### src/sv/bglm_pkg.sv
`timescale 1ns / 1ps

package bglm_pkg;

   localparam int NUM_BANDS    = 4;
   localparam int BAND_W       = 2;
   localparam int SAMPLE_W     = 12;
   localparam int BAR_ROWS     = 8;
   localparam int HEIGHT_W     = 4;
   localparam int MASK_W       = 8;

   // averaging lengths are powers of two, so the means are shifts
   localparam int AVG_SAMPLES  = 4;
   localparam int AVG_SHIFT    = $clog2(AVG_SAMPLES);
   localparam int MCOUNT_W     = (AVG_SHIFT > 0) ? AVG_SHIFT : 1;
   localparam int MSUM_W       = SAMPLE_W + AVG_SHIFT;

   localparam int CAL_SAMPLES  = 32;
   localparam int CAL_SHIFT    = $clog2(CAL_SAMPLES);
   localparam int CCOUNT_W     = (CAL_SHIFT > 0) ? CAL_SHIFT : 1;
   localparam int CSUM_W       = SAMPLE_W + CAL_SHIFT;

   localparam int FULL_RANGE   = 550;
   localparam int SCALED_W     = SAMPLE_W + HEIGHT_W;

   localparam int QUEUE_DEPTH  = 4;
   localparam int QPTR_W       = $clog2(QUEUE_DEPTH);
   localparam int QCOUNT_W     = $clog2(QUEUE_DEPTH + 1);

   localparam int CSR_ADDR_W   = 3;
   localparam int CSR_DATA_W   = 32;
   localparam int CSR_IDX_W    = 1;

   localparam logic [CSR_IDX_W-1:0] REG_NOISE_MARGIN = 1'b0;
   localparam logic [SAMPLE_W-1:0]  MARGIN_RESET     = 12'd12;

   typedef enum logic {
      OP_MEASURE = 1'b0,
      OP_CLEAR   = 1'b1
   } op_type;

   typedef struct packed {
      op_type              op;
      logic [BAND_W-1:0]   band;
      logic [SAMPLE_W-1:0] mean;
      logic [SAMPLE_W-1:0] zero;
   } entry_type;

   typedef struct packed {
      logic valid;
      logic full;
   } qstat_type;

endpackage

### src/sv/bglm_front.sv
`timescale 1ns / 1ps

module bglm_front (
   input  logic                               clock,
   input  logic                               reset,
   input  logic                               req_valid,
   input  logic                               req_stall,
   input  logic                               req_mode,
   input  logic [bglm_pkg::BAND_W-1:0]        req_band,
   input  logic [bglm_pkg::SAMPLE_W-1:0]      req_sample,
   output logic                               push,
   output bglm_pkg::entry_type                push_entry
);

   logic [bglm_pkg::CSUM_W-1:0]   csum_ff   [bglm_pkg::NUM_BANDS];
   logic [bglm_pkg::CSUM_W-1:0]   csum_in   [bglm_pkg::NUM_BANDS];
   logic [bglm_pkg::CCOUNT_W-1:0] ccount_ff [bglm_pkg::NUM_BANDS];
   logic [bglm_pkg::CCOUNT_W-1:0] ccount_in [bglm_pkg::NUM_BANDS];
   logic [bglm_pkg::MSUM_W-1:0]   msum_ff   [bglm_pkg::NUM_BANDS];
   logic [bglm_pkg::MSUM_W-1:0]   msum_in   [bglm_pkg::NUM_BANDS];
   logic [bglm_pkg::MCOUNT_W-1:0] mcount_ff [bglm_pkg::NUM_BANDS];
   logic [bglm_pkg::MCOUNT_W-1:0] mcount_in [bglm_pkg::NUM_BANDS];
   logic [bglm_pkg::SAMPLE_W-1:0] zero_ff   [bglm_pkg::NUM_BANDS];
   logic [bglm_pkg::SAMPLE_W-1:0] zero_in   [bglm_pkg::NUM_BANDS];

   logic                          accept;
   logic [bglm_pkg::CSUM_W-1:0]   csum_new;
   logic [bglm_pkg::MSUM_W-1:0]   msum_new;

   assign accept = req_valid && !req_stall;

   always_comb begin
      csum_in   = csum_ff;
      ccount_in = ccount_ff;
      msum_in   = msum_ff;
      mcount_in = mcount_ff;
      zero_in   = zero_ff;
      push      = 1'b0;
      csum_new  = csum_ff[req_band] + bglm_pkg::CSUM_W'(req_sample);
      msum_new  = msum_ff[req_band] + bglm_pkg::MSUM_W'(req_sample);
      push_entry.op   = bglm_pkg::OP_MEASURE;
      push_entry.band = req_band;
      push_entry.mean = bglm_pkg::SAMPLE_W'(msum_new >> bglm_pkg::AVG_SHIFT);
      push_entry.zero = zero_ff[req_band];
      if (accept) begin
         if (req_mode) begin
            push_entry.op = bglm_pkg::OP_CLEAR;
            if (ccount_ff[req_band] ==
                bglm_pkg::CCOUNT_W'(bglm_pkg::CAL_SAMPLES - 1)) begin
               zero_in[req_band]   = bglm_pkg::SAMPLE_W'(csum_new >> bglm_pkg::CAL_SHIFT);
               csum_in[req_band]   = '0;
               ccount_in[req_band] = '0;
               push                = 1'b1;
            end else begin
               csum_in[req_band]   = csum_new;
               ccount_in[req_band] = ccount_ff[req_band] + 1'b1;
            end
         end else begin
            if (mcount_ff[req_band] ==
                bglm_pkg::MCOUNT_W'(bglm_pkg::AVG_SAMPLES - 1)) begin
               msum_in[req_band]   = '0;
               mcount_in[req_band] = '0;
               push                = 1'b1;
            end else begin
               msum_in[req_band]   = msum_new;
               mcount_in[req_band] = mcount_ff[req_band] + 1'b1;
            end
         end
      end
   end

   always_ff @(posedge clock) begin
      if (reset) begin
         for (int i = 0; i < bglm_pkg::NUM_BANDS; i++) begin
            csum_ff[i]   <= '0;
            ccount_ff[i] <= '0;
            msum_ff[i]   <= '0;
            mcount_ff[i] <= '0;
            zero_ff[i]   <= '0;
         end
      end else begin
         csum_ff   <= csum_in;
         ccount_ff <= ccount_in;
         msum_ff   <= msum_in;
         mcount_ff <= mcount_in;
         zero_ff   <= zero_in;
      end
   end

endmodule

### src/sv/bglm_queue.sv
`timescale 1ns / 1ps

module bglm_queue (
   input  logic                 clock,
   input  logic                 reset,
   input  logic                 push,
   input  bglm_pkg::entry_type  push_entry,
   input  logic                 pop,
   output bglm_pkg::entry_type  head,
   output bglm_pkg::qstat_type  stat
);

   bglm_pkg::entry_type             slot_ff [bglm_pkg::QUEUE_DEPTH];
   logic [bglm_pkg::QPTR_W-1:0]     wr_ptr_ff, wr_ptr_in;
   logic [bglm_pkg::QPTR_W-1:0]     rd_ptr_ff, rd_ptr_in;
   logic [bglm_pkg::QCOUNT_W-1:0]   count_ff, count_in;
   logic                            do_push, do_pop;

   assign stat.valid = (count_ff != '0);
   assign stat.full  = (count_ff == bglm_pkg::QCOUNT_W'(bglm_pkg::QUEUE_DEPTH));
   assign head       = slot_ff[rd_ptr_ff];
   assign do_push    = push && !stat.full;
   assign do_pop     = pop && stat.valid;

   always_comb begin
      wr_ptr_in = wr_ptr_ff;
      rd_ptr_in = rd_ptr_ff;
      count_in  = count_ff;
      if (do_push) begin
         wr_ptr_in = (wr_ptr_ff == bglm_pkg::QPTR_W'(bglm_pkg::QUEUE_DEPTH - 1))
                     ? '0 : wr_ptr_ff + 1'b1;
      end
      if (do_pop) begin
         rd_ptr_in = (rd_ptr_ff == bglm_pkg::QPTR_W'(bglm_pkg::QUEUE_DEPTH - 1))
                     ? '0 : rd_ptr_ff + 1'b1;
      end
      unique case ({do_push, do_pop})
         2'b10:   count_in = count_ff + 1'b1;
         2'b01:   count_in = count_ff - 1'b1;
         default: count_in = count_ff;
      endcase
   end

   always_ff @(posedge clock) begin
      if (reset) begin
         wr_ptr_ff <= '0;
         rd_ptr_ff <= '0;
         count_ff  <= '0;
      end else begin
         wr_ptr_ff <= wr_ptr_in;
         rd_ptr_ff <= rd_ptr_in;
         count_ff  <= count_in;
      end
   end

   always_ff @(posedge clock) begin
      if (do_push) begin
         slot_ff[wr_ptr_ff] <= push_entry;
      end
   end

endmodule

### src/sv/bglm_back.sv
`timescale 1ns / 1ps

module bglm_back (
   input  logic                               clock,
   input  logic                               reset,
   input  bglm_pkg::entry_type                head,
   input  bglm_pkg::qstat_type                stat,
   input  logic [bglm_pkg::SAMPLE_W-1:0]      noise_margin,
   output logic                               pop,
   output logic                               rsp_valid,
   input  logic                               rsp_stall,
   output logic [bglm_pkg::BAND_W-1:0]        rsp_band_out,
   output logic [bglm_pkg::HEIGHT_W-1:0]      rsp_bar_height,
   output logic [bglm_pkg::MASK_W-1:0]        rsp_level_mask
);

   logic [bglm_pkg::HEIGHT_W-1:0]   bar_ff [bglm_pkg::NUM_BANDS];
   logic [bglm_pkg::HEIGHT_W-1:0]   bar_in [bglm_pkg::NUM_BANDS];

   logic                            valid_ff, valid_in;
   logic [bglm_pkg::BAND_W-1:0]     band_ff, band_in;
   logic [bglm_pkg::HEIGHT_W-1:0]   height_ff, height_in;
   logic [bglm_pkg::MASK_W-1:0]     mask_ff, mask_in;

   logic                            out_free;
   logic [bglm_pkg::SAMPLE_W:0]     floor_level;
   logic [bglm_pkg::SAMPLE_W:0]     excess;
   logic [bglm_pkg::SCALED_W-1:0]   scaled;
   logic [bglm_pkg::HEIGHT_W-1:0]   want;
   logic [bglm_pkg::HEIGHT_W-1:0]   cur;
   logic [bglm_pkg::HEIGHT_W-1:0]   top;

   assign out_free = !valid_ff || !rsp_stall;
   assign pop      = stat.valid && ((head.op == bglm_pkg::OP_CLEAR) || out_free);

   // height from mean less zero level and margin, scaled over the full range
   always_comb begin
      floor_level = {1'b0, head.zero} + {1'b0, noise_margin};
      excess      = {1'b0, head.mean} - floor_level;
      scaled      = bglm_pkg::SCALED_W'(excess) * bglm_pkg::SCALED_W'(bglm_pkg::BAR_ROWS);
      want        = '0;
      if ({1'b0, head.mean} <= floor_level) begin
         want = '0;
      end else if (excess >= (bglm_pkg::SAMPLE_W + 1)'(bglm_pkg::FULL_RANGE)) begin
         want = bglm_pkg::HEIGHT_W'(bglm_pkg::BAR_ROWS);
      end else begin
         want = bglm_pkg::HEIGHT_W'(1);
         for (int k = 1; k < bglm_pkg::BAR_ROWS; k++) begin
            if (scaled >= bglm_pkg::SCALED_W'(bglm_pkg::FULL_RANGE * k)) begin
               want = bglm_pkg::HEIGHT_W'(k + 1);
            end
         end
      end
   end

   always_comb begin
      bar_in = bar_ff;
      cur    = bar_ff[head.band];
      if (pop) begin
         if (head.op == bglm_pkg::OP_CLEAR) begin
            bar_in[head.band] = '0;
         end else if (want >= cur) begin
            bar_in[head.band] = want;
         end else if (cur != '0) begin
            bar_in[head.band] = cur - 1'b1;
         end
      end
      top = '0;
      for (int i = 0; i < bglm_pkg::NUM_BANDS; i++) begin
         if (bar_in[i] > top) begin
            top = bar_in[i];
         end
      end
   end

   always_comb begin
      valid_in  = valid_ff;
      band_in   = band_ff;
      height_in = height_ff;
      mask_in   = mask_ff;
      if (out_free) begin
         valid_in  = pop && (head.op == bglm_pkg::OP_MEASURE);
         band_in   = head.band;
         height_in = bar_in[head.band];
         for (int r = 0; r < bglm_pkg::MASK_W; r++) begin
            mask_in[r] = (top > bglm_pkg::HEIGHT_W'(r));
         end
      end
   end

   always_ff @(posedge clock) begin
      if (reset) begin
         valid_ff <= 1'b0;
         for (int i = 0; i < bglm_pkg::NUM_BANDS; i++) begin
            bar_ff[i] <= '0;
         end
      end else begin
         valid_ff <= valid_in;
         bar_ff   <= bar_in;
      end
   end

   always_ff @(posedge clock) begin
      band_ff   <= band_in;
      height_ff <= height_in;
      mask_ff   <= mask_in;
   end

   assign rsp_valid      = valid_ff;
   assign rsp_band_out   = band_ff;
   assign rsp_bar_height = height_ff;
   assign rsp_level_mask = mask_ff;

endmodule

### src/sv/bar_graph_level_meter_top.sv
`timescale 1ns / 1ps

// channel   direction  handshake             payload
// req       in         req_valid/req_stall   req_mode, req_band, req_sample
// rsp       out        rsp_valid/rsp_stall   rsp_band_out, rsp_bar_height, rsp_level_mask
// csr       in         apb-style, pready=1   noise_margin at byte address 0
//
// one sample per cycle while the queue is not full; the front accumulates in the accept cycle and hands
// finished averages and calibration clears to a four-entry queue
// the sample that completes an average pushes its entry into the queue; the back pops it into the output register
// the back pops one entry a cycle while the queue holds one; only a stalled output register holds a measure entry back
// synchronous reset clears all accumulators, zero levels, bars and the queue

module bar_graph_level_meter_top (
   input  logic                                 clock,
   input  logic                                 reset,
   input  logic                                 req_valid,
   output logic                                 req_stall,
   input  logic                                 req_mode,
   input  logic [bglm_pkg::BAND_W-1:0]          req_band,
   input  logic [bglm_pkg::SAMPLE_W-1:0]        req_sample,
   output logic                                 rsp_valid,
   input  logic                                 rsp_stall,
   output logic [bglm_pkg::BAND_W-1:0]          rsp_band_out,
   output logic [bglm_pkg::HEIGHT_W-1:0]        rsp_bar_height,
   output logic [bglm_pkg::MASK_W-1:0]          rsp_level_mask,
   input  logic                                 csr_psel,
   input  logic                                 csr_penable,
   input  logic                                 csr_pwrite,
   input  logic [bglm_pkg::CSR_ADDR_W-1:0]      csr_paddr,
   input  logic [bglm_pkg::CSR_DATA_W-1:0]      csr_pwdata,
   output logic [bglm_pkg::CSR_DATA_W-1:0]      csr_prdata,
   output logic                                 csr_pready
);

   logic [bglm_pkg::SAMPLE_W-1:0]   margin_ff, margin_in;
   logic [bglm_pkg::CSR_IDX_W-1:0]  csr_idx;
   logic                            csr_write;

   logic                            push;
   bglm_pkg::entry_type             push_entry;
   logic                            pop;
   bglm_pkg::entry_type             head;
   bglm_pkg::qstat_type             stat;

   assign csr_pready = 1'b1;
   assign csr_idx    = csr_paddr[bglm_pkg::CSR_ADDR_W-1:2];
   assign csr_write  = csr_psel && csr_penable && csr_pwrite && csr_pready;

   always_comb begin
      margin_in = margin_ff;
      if (csr_write && (csr_idx == bglm_pkg::REG_NOISE_MARGIN)) begin
         margin_in = csr_pwdata[bglm_pkg::SAMPLE_W-1:0];
      end
      csr_prdata = '0;
      if (csr_idx == bglm_pkg::REG_NOISE_MARGIN) begin
         csr_prdata = bglm_pkg::CSR_DATA_W'(margin_ff);
      end
   end

   always_ff @(posedge clock) begin
      if (reset) begin
         margin_ff <= bglm_pkg::MARGIN_RESET;
      end else begin
         margin_ff <= margin_in;
      end
   end

   assign req_stall = stat.full;

   bglm_front u_front (
      .clock      (clock),
      .reset      (reset),
      .req_valid  (req_valid),
      .req_stall  (req_stall),
      .req_mode   (req_mode),
      .req_band   (req_band),
      .req_sample (req_sample),
      .push       (push),
      .push_entry (push_entry)
   );

   bglm_queue u_queue (
      .clock      (clock),
      .reset      (reset),
      .push       (push),
      .push_entry (push_entry),
      .pop        (pop),
      .head       (head),
      .stat       (stat)
   );

   bglm_back u_back (
      .clock          (clock),
      .reset          (reset),
      .head           (head),
      .stat           (stat),
      .noise_margin   (margin_ff),
      .pop            (pop),
      .rsp_valid      (rsp_valid),
      .rsp_stall      (rsp_stall),
      .rsp_band_out   (rsp_band_out),
      .rsp_bar_height (rsp_bar_height),
      .rsp_level_mask (rsp_level_mask)
   );

   // the level mask is always a thermometer code
   assert property (@(posedge clock) disable iff (reset)
      rsp_valid |-> ((rsp_level_mask & (rsp_level_mask + 8'd1)) == 8'd0))
      else $error("level mask not a thermometer code");

   // a band's bar never exceeds the highest bar
   assert property (@(posedge clock) disable iff (reset)
      rsp_valid |-> ($countones(rsp_level_mask) >= rsp_bar_height))
      else $error("bar height above the level mask");

   assert property (@(posedge clock) disable iff (reset)
      rsp_valid |-> (rsp_bar_height <= bglm_pkg::HEIGHT_W'(bglm_pkg::BAR_ROWS)))
      else $error("bar height out of range");

   // the front never pushes into a full queue
   assert property (@(posedge clock) disable iff (reset)
      stat.full |-> !push)
      else $error("push into full queue");

endmodule

### config.mk
export PLATFORM = sky130hd
export DESIGN_NAME = bar_graph_level_meter_top
export DESIGN_NICKNAME = d
export VERILOG_FILES = /design/src/sv/bglm_pkg.sv /design/src/sv/bglm_front.sv /design/src/sv/bglm_queue.sv /design/src/sv/bglm_back.sv /design/src/sv/bar_graph_level_meter_top.sv
export SDC_FILE = /design/constraint.sdc
export NUM_CORES = 1
export LEC_CHECK = 0
export BUFFER_PORTS_ARGS = -buffer_cell sky130_fd_sc_hd__buf_2
export CORE_ASPECT_RATIO = 1.1
export CORE_MARGIN = 2
export CORE_UTILIZATION = 45
export DETAILED_ROUTE_END_ITERATION = 8
export GPL_TIMING_DRIVEN = 0
export PLACE_DENSITY = 0.65
export SYNTH_ARGS = -nofsm -noshare
export SYNTH_HDL_FRONTEND = slang
export SYNTH_SLANG_ARGS = --single-unit
### constraint.sdc
create_clock -name clock -period 14.25 [get_ports clock]
set_input_delay 1.425 -clock clock [delete_from_list [all_inputs] [get_ports clock]]
set_output_delay 1.425 -clock clock [all_outputs]
set_load 0.02 [all_outputs]
# Yosys cells after proc, flatten, opt, wreduce, memory -nomap -nowiden
# Memories as Yosys holds them, arrays and structs flattened. A register that Yosys moved wholly into a read port is not among the register bits.
# Index checks and enable logic that the tools add are counted.
[op_classes]
add_sub_neg = 11
n_lt_le_gt_ge = 26
eq_ne = 7
n_mux = 75
n_bitwise = 15
reduce_logical = 21
[ops]
columns = ["operator", "count"]
rows = [
  ["68-bit bitwise AND", 1],
  ["68-bit bitwise mux", 1],
  ["68-bit two-way mux", 1],
  ["68-bit inverter", 1],
  ["16-bit by 12-bit greater-or-equal comparator with 1-bit output, second input constant", 4],
  ["16-bit two-way mux", 4],
  ["56-bit bitwise AND", 1],
  ["56-bit bitwise mux", 1],
  ["56-bit two-way mux", 1],
  ["56-bit inverter", 1],
  ["17-bit two-way mux", 3],
  ["48-bit bitwise mux", 1],
  ["12-bit two-way mux", 4],
  ["4-bit two-way mux", 12],
  ["14-bit two-way mux", 3],
  ["17-bit binary-select mux with 2-bit select", 1],
  ["17-bit demux with 2-bit select", 1],
  ["16-bit bitwise mux", 2],
  ["16-bit by 11-bit greater-or-equal comparator with 1-bit output, second input constant", 2],
  ["14-bit binary-select mux with 2-bit select", 1],
  ["14-bit demux with 2-bit select", 1],
  ["12-bit binary-select mux with 2-bit select", 1],
  ["12-bit demux with 2-bit select", 1],
  ["20-bit bitwise AND", 1],
  ["53 further kinds", 105],
]
[totals]
ff_bits = 250
mem_bits_rw = 108
input_bits = 57
out_inout_bits = 49
wordCells = 188
n_memories = 1
[memory_table]
columns = ["memory", "words", "word_bits", "read_ports", "rd_ports_with_merged_regs", "write_ports", "line", "rtl"]
rows = [
  ["u_queue.slot_ff", 4, 27, 1, 1, 1, "bglm_queue.sv:13", "bglm_pkg::entry_type slot_ff [bglm_pkg::QUEUE_DEPTH];"],
]

# Longest topological paths before layout
[logic_depth]
ltp_word = 25
ltp_mapped = 60
depth_no_buf = 56

# Hierarchy
# From an unflattened synthesis, not the netlist that was laid out.
[unflattened]
cells_unflattened = 1952
area_unflattened_um2 = 19374.8
[modules_own_cells]
columns = ["module", "n_inst", "cells_per_inst", "area_per_inst_um2", "seq_area_each_um2"]
rows = [
  ["bglm_front", 1, 1118, 9943.3, 4003.8],
  ["bglm_queue", 1, 195, 4395.5, 3423.3],
  ["bglm_back", 1, 550, 4237.8, 760.7],
  ["bar_graph_level_meter_top", 1, 89, 798.3, 240.2],
]

# Worst setup path after synthesis
# No wires, ideal clock.
[synth_timing]
path_kind = "reg-to-reg"
start = "register with a tool-made name"
end = "register u_back.mask_ff (netlist bit u_back.rsp_level_mask[0]), data pin"
setup_ps = 271
arrival_time_ps = 11642
t_required_ps = 13979
path_slack_ps = 2337
stages_incl_launch_ff = 56
n_path_buf = 4
period_less_slack_ps = 11913
cell_sequence = "dfxtp_1 > buf_6 > buf_1 > mux4_2 > ha_1 > inv_1 > fa_1 > nor2b_1 > o31a_1 > o31a_1 > o21ai_0 > nand2b_1 > a21o_1 > a21oi_1 > xor2_1 > ha_1 > or3_1 > o211a_1 > (+20 left out) > ha_1 > nor2b_1 > o21a_1 > o21a_1 > o21ai_0 > clkbuf_1 > mux2i_1 > ha_1 > nor2b_1 > o21ai_0 > nand2b_1 > a21oi_1 > a41o_1 > nand2_1 > o32a_1 > o21ai_2 > and2_4 > nand3_1"
[synth_lines]
columns = ["element", "line", "rtl"]
rows = [
  ["end signal, assigned", "bglm_back.sv:106", "mask_ff <= mask_in;"],
  ["end, declared", "bglm_back.sv:23", "logic [bglm_pkg::MASK_W-1:0] mask_ff, mask_in;"],
]

==> reports/metrics.yaml <==
cp.required_ns: 14.53
ir_drop_mv: 0.09960
syn_avg_cell_area_sq_um: 9.921
slew_viol_final: 0
synth.area.top_cells: "dfxtp_1 (26%), edfxtp_1 (20%), mux4_2 (9.8%)"
grt_pass1_wl_um: 78910
ff2ff_path_depth: 54
relSlewSlack: 0.06270
mappedNetlistArea_sq_um: 18470
slowest_stage: "or4_4"
hold_violations: 0
clk_latency_ns: 0.57
hold_path_class: "reg -> reg"
postCtsHoldBufs: 0
worstPathMaxFanout: 10
cts_tree: "done"
timing.rr.end: "u_back.rsp_level_mask[0]"
r2r_slack_ns: 0.96
arrival_ns: 13.57
max_stage_delay_ns: 0.61
cts_sinks: 360
post-route-drc-count: 0
die_area_sq_um: 42690
place_area_sq_um: 19590
yosys_register_bits: 360
first_iter_violations: 1035
end_kind: "flip-flop"
antenna_cells: 0
finalNetCount: 2124
vias: 14700
power_density_nw_per_um2: 110.5
seq_area_frac_synth: 0.4562
design_area_sq_um: 20900
leakagePower_nw: 7.736
cts_made_buffers: 40
die_h_um: 216.5
wl_per_cell_um: 19.97
via_per_inst: 5.810
fin_crit_sh: 0.9326
gp_congestion: 0.9016
core.rowCount: 77
synth_common_cells: "nand2_1 (255), nor2_1 (250), dfxtp_1 (238), a21oi_1 (210), edfxtp_1 (122)"
clock_path_buffers: 3
synth_most_common_cell: "nand2_1"
yosys.area.top_type: "dfxtp_1"
grt_pass1_vias: 14300
setup_viol: 0
grt_overflow: 0
path_class: "reg -> reg"
cts-root-buf: "clkbuf_16"
synth-main-ff-cell: "dfxtp_1"
min_to: "u_front.msum_ff[47]"
ys_warn_count: 0
setup_tns_ns: 0
synth_edf_count: 122
die_x_um: 197.2
clock.fmax_ghz: 0.07525
async_reset_ff_frac: 0
yosysTopAreaCellShare: 0.2579
core_area_sq_um: 40370
yosysUniqueCellTypes: 93
dpl.hpwl_um: 36360
start_util: 0.4576
layout-drive-gt1-share: 0.1427
num_io_pins: 106
routed_wl_um: 50550
cp_common_cell: "ha_1"
rsz0062_at_grt: "false"
drv_cap: 0
final.min_clock_period_ns: 13.29
track_usage: 0.2368
syn_inst: 1862
status: "finished, final reports clean"
hold_start: "u_front.msum_ff[47]"
dr.pass1.iters: 6
clock_skew_ns: 0.02927
io_buffer_count: 62
worst_pin_slew_ns: 1.395
area_growth_pct: 13.15
antenna_found_initial: 0
ctsHtreeMaxLevel: 2
cp-start-kind: "flip-flop"
ant_nets: 0
grt_max_degree: 28
clkTransAtPathRegs_ns: 0.06
whs_path_depth: 2
metrics by stage:
step           std cells  setup slack (ns)    util  total power [mW]  hold WS [ns]
2_1_floorplan       1881             2.337       -             1.242        0.4287
3_3_place_gp        2456            0.4314  0.4830             1.300        0.4385
3_5_place_dp        2459            0.2513  0.4852             1.303        0.4448
4_1_cts             2531            0.2110  0.5174             2.325        0.4527
5_1_grt             2531           0.01235  0.5178             2.387        0.4716
6_report            2531            0.9601  0.5178             2.310        0.4517
what timing repair did:
action | CTS | global route
resized for setup | 0 | 8
endpoints found under the setup margin | 0 | 8
setup buffers | 0 | 0
state kept, by name, summed over array words and instances (netlist names), named ones only:
register,count
margin_ff,12
u_back.rsp_valid,1
u_front.ccount_ff,20
u_front.zero_ff,48
u_queue.wr_ptr_ff,2
u_queue.rd_ptr_ff,2
u_front.mcount_ff,8
u_queue.count_ff,3
u_back.bar_ff,16
u_back.rsp_level_mask,8
u_front.csum_ff,68
u_back.rsp_band_out,2
u_front.msum_ff,56
u_back.rsp_bar_height,4
u_queue.slot_ff,108
critical path, delay by kind of cell, from the launching register on:
kind / cells / cell delay [ns]
buffers and inverters: 6 / 1.56
flip-flops: 1 / 0.32
XOR/XNOR: 1 / 0.19
adder cells (fa/ha/maj): 7 / 1.96
multiplexers: 2 / 0.86
AO/OA/AOI/OAI: 25 / 5.45
AND/OR/NAND/NOR: 13 / 2.68
how the worst max path moves through the flow:
stage          startpoint                        to  slack, ns  cells after the start
3_3_place_gp    flip-flop  u_back.rsp_level_mask[0]       0.43                     55
6_report        flip-flop  u_back.rsp_level_mask[0]       0.96                     54
3_5_place_dp    flip-flop  u_back.rsp_level_mask[0]       0.25                     55
5_1_grt         flip-flop  u_back.rsp_level_mask[0]       0.01                     57
4_1_cts         flip-flop  u_back.rsp_level_mask[0]       0.21                     55
2_1_floorplan   flip-flop  u_back.rsp_level_mask[0]       2.34                     55
layer usage:
layer  share of wire  vias up  wire length, um  global-route usage
met5               0        -                0                   0
li1                -     6916                -                   -
met3           0.066      111             3348             0.03175
met4           0.037        0             1846             0.09599
met2            0.48      544            24040              0.3979
met1            0.42     7133            21320              0.3088
final cells by class:
| type | instances | area (sq um) |
|---|---|---|
| Fill cell | 3593 | 19470 |
| Multi-Input combinational cell | 1362 | 9424 |
| Sequential cell | 360 | 8428 |
| Clock buffer | 57 | 1154 |
| Tap cell | 513 | 641.9 |
| Buffer | 116 | 550.5 |
| Timing Repair Buffer | 65 | 392.9 |
| Inverter | 43 | 161.4 |
| Clock inverter | 15 | 148.9 |
logic make-up after synthesis:
logic type	after synthesis	share of synthesized area
xor gates and xnor gates	46	0.02181
and+or+nand+nor	689	0.1679
muxes	100	0.1087
AOI/OAI and AO/OA	427	0.1510
buffers and inverters	159	0.03840
adders and majority gates	79	0.05554
DFF	360	0.4562
other	2	0.0004065
power by group:
group / internal, mW / leakage, nW / switching [mW]
Clock: 0.603 / 0.639 / 0.422
Combinational: 0.0699 / 4.02 / 0.142
Sequential: 1.07 / 3.08 / 0.00470
cells in the final DEF (no fill, tap or decap), types with 9 or more instances in the layout:
cell type,synthesis,routed
conb_1,2,21
nand2_1,255,255
a31oi_1,9,9
o21a_1,13,13
inv_1,40,40
a22oi_1,23,23
a21o_1,19,19
dfxtp_1,238,238
nor3_1,23,22
xor2_1,21,21
edfxtp_1,122,122
nor2b_1,40,40
mux2i_1,17,17
xnor2_1,25,25
ha_1,74,74
mux4_2,80,80
buf_4,22,22
or3_1,10,10
o21ai_0,49,48
buf_2,5,67
clkbuf_1,78,85
nor2_1,250,250
nand3b_1,21,21
nand2b_1,25,25
clkbuf_16,0,41
a211oi_1,21,21
nand3_1,14,14
a21oi_1,210,207
No activity file was read; power rests on OpenSTA's default activity.
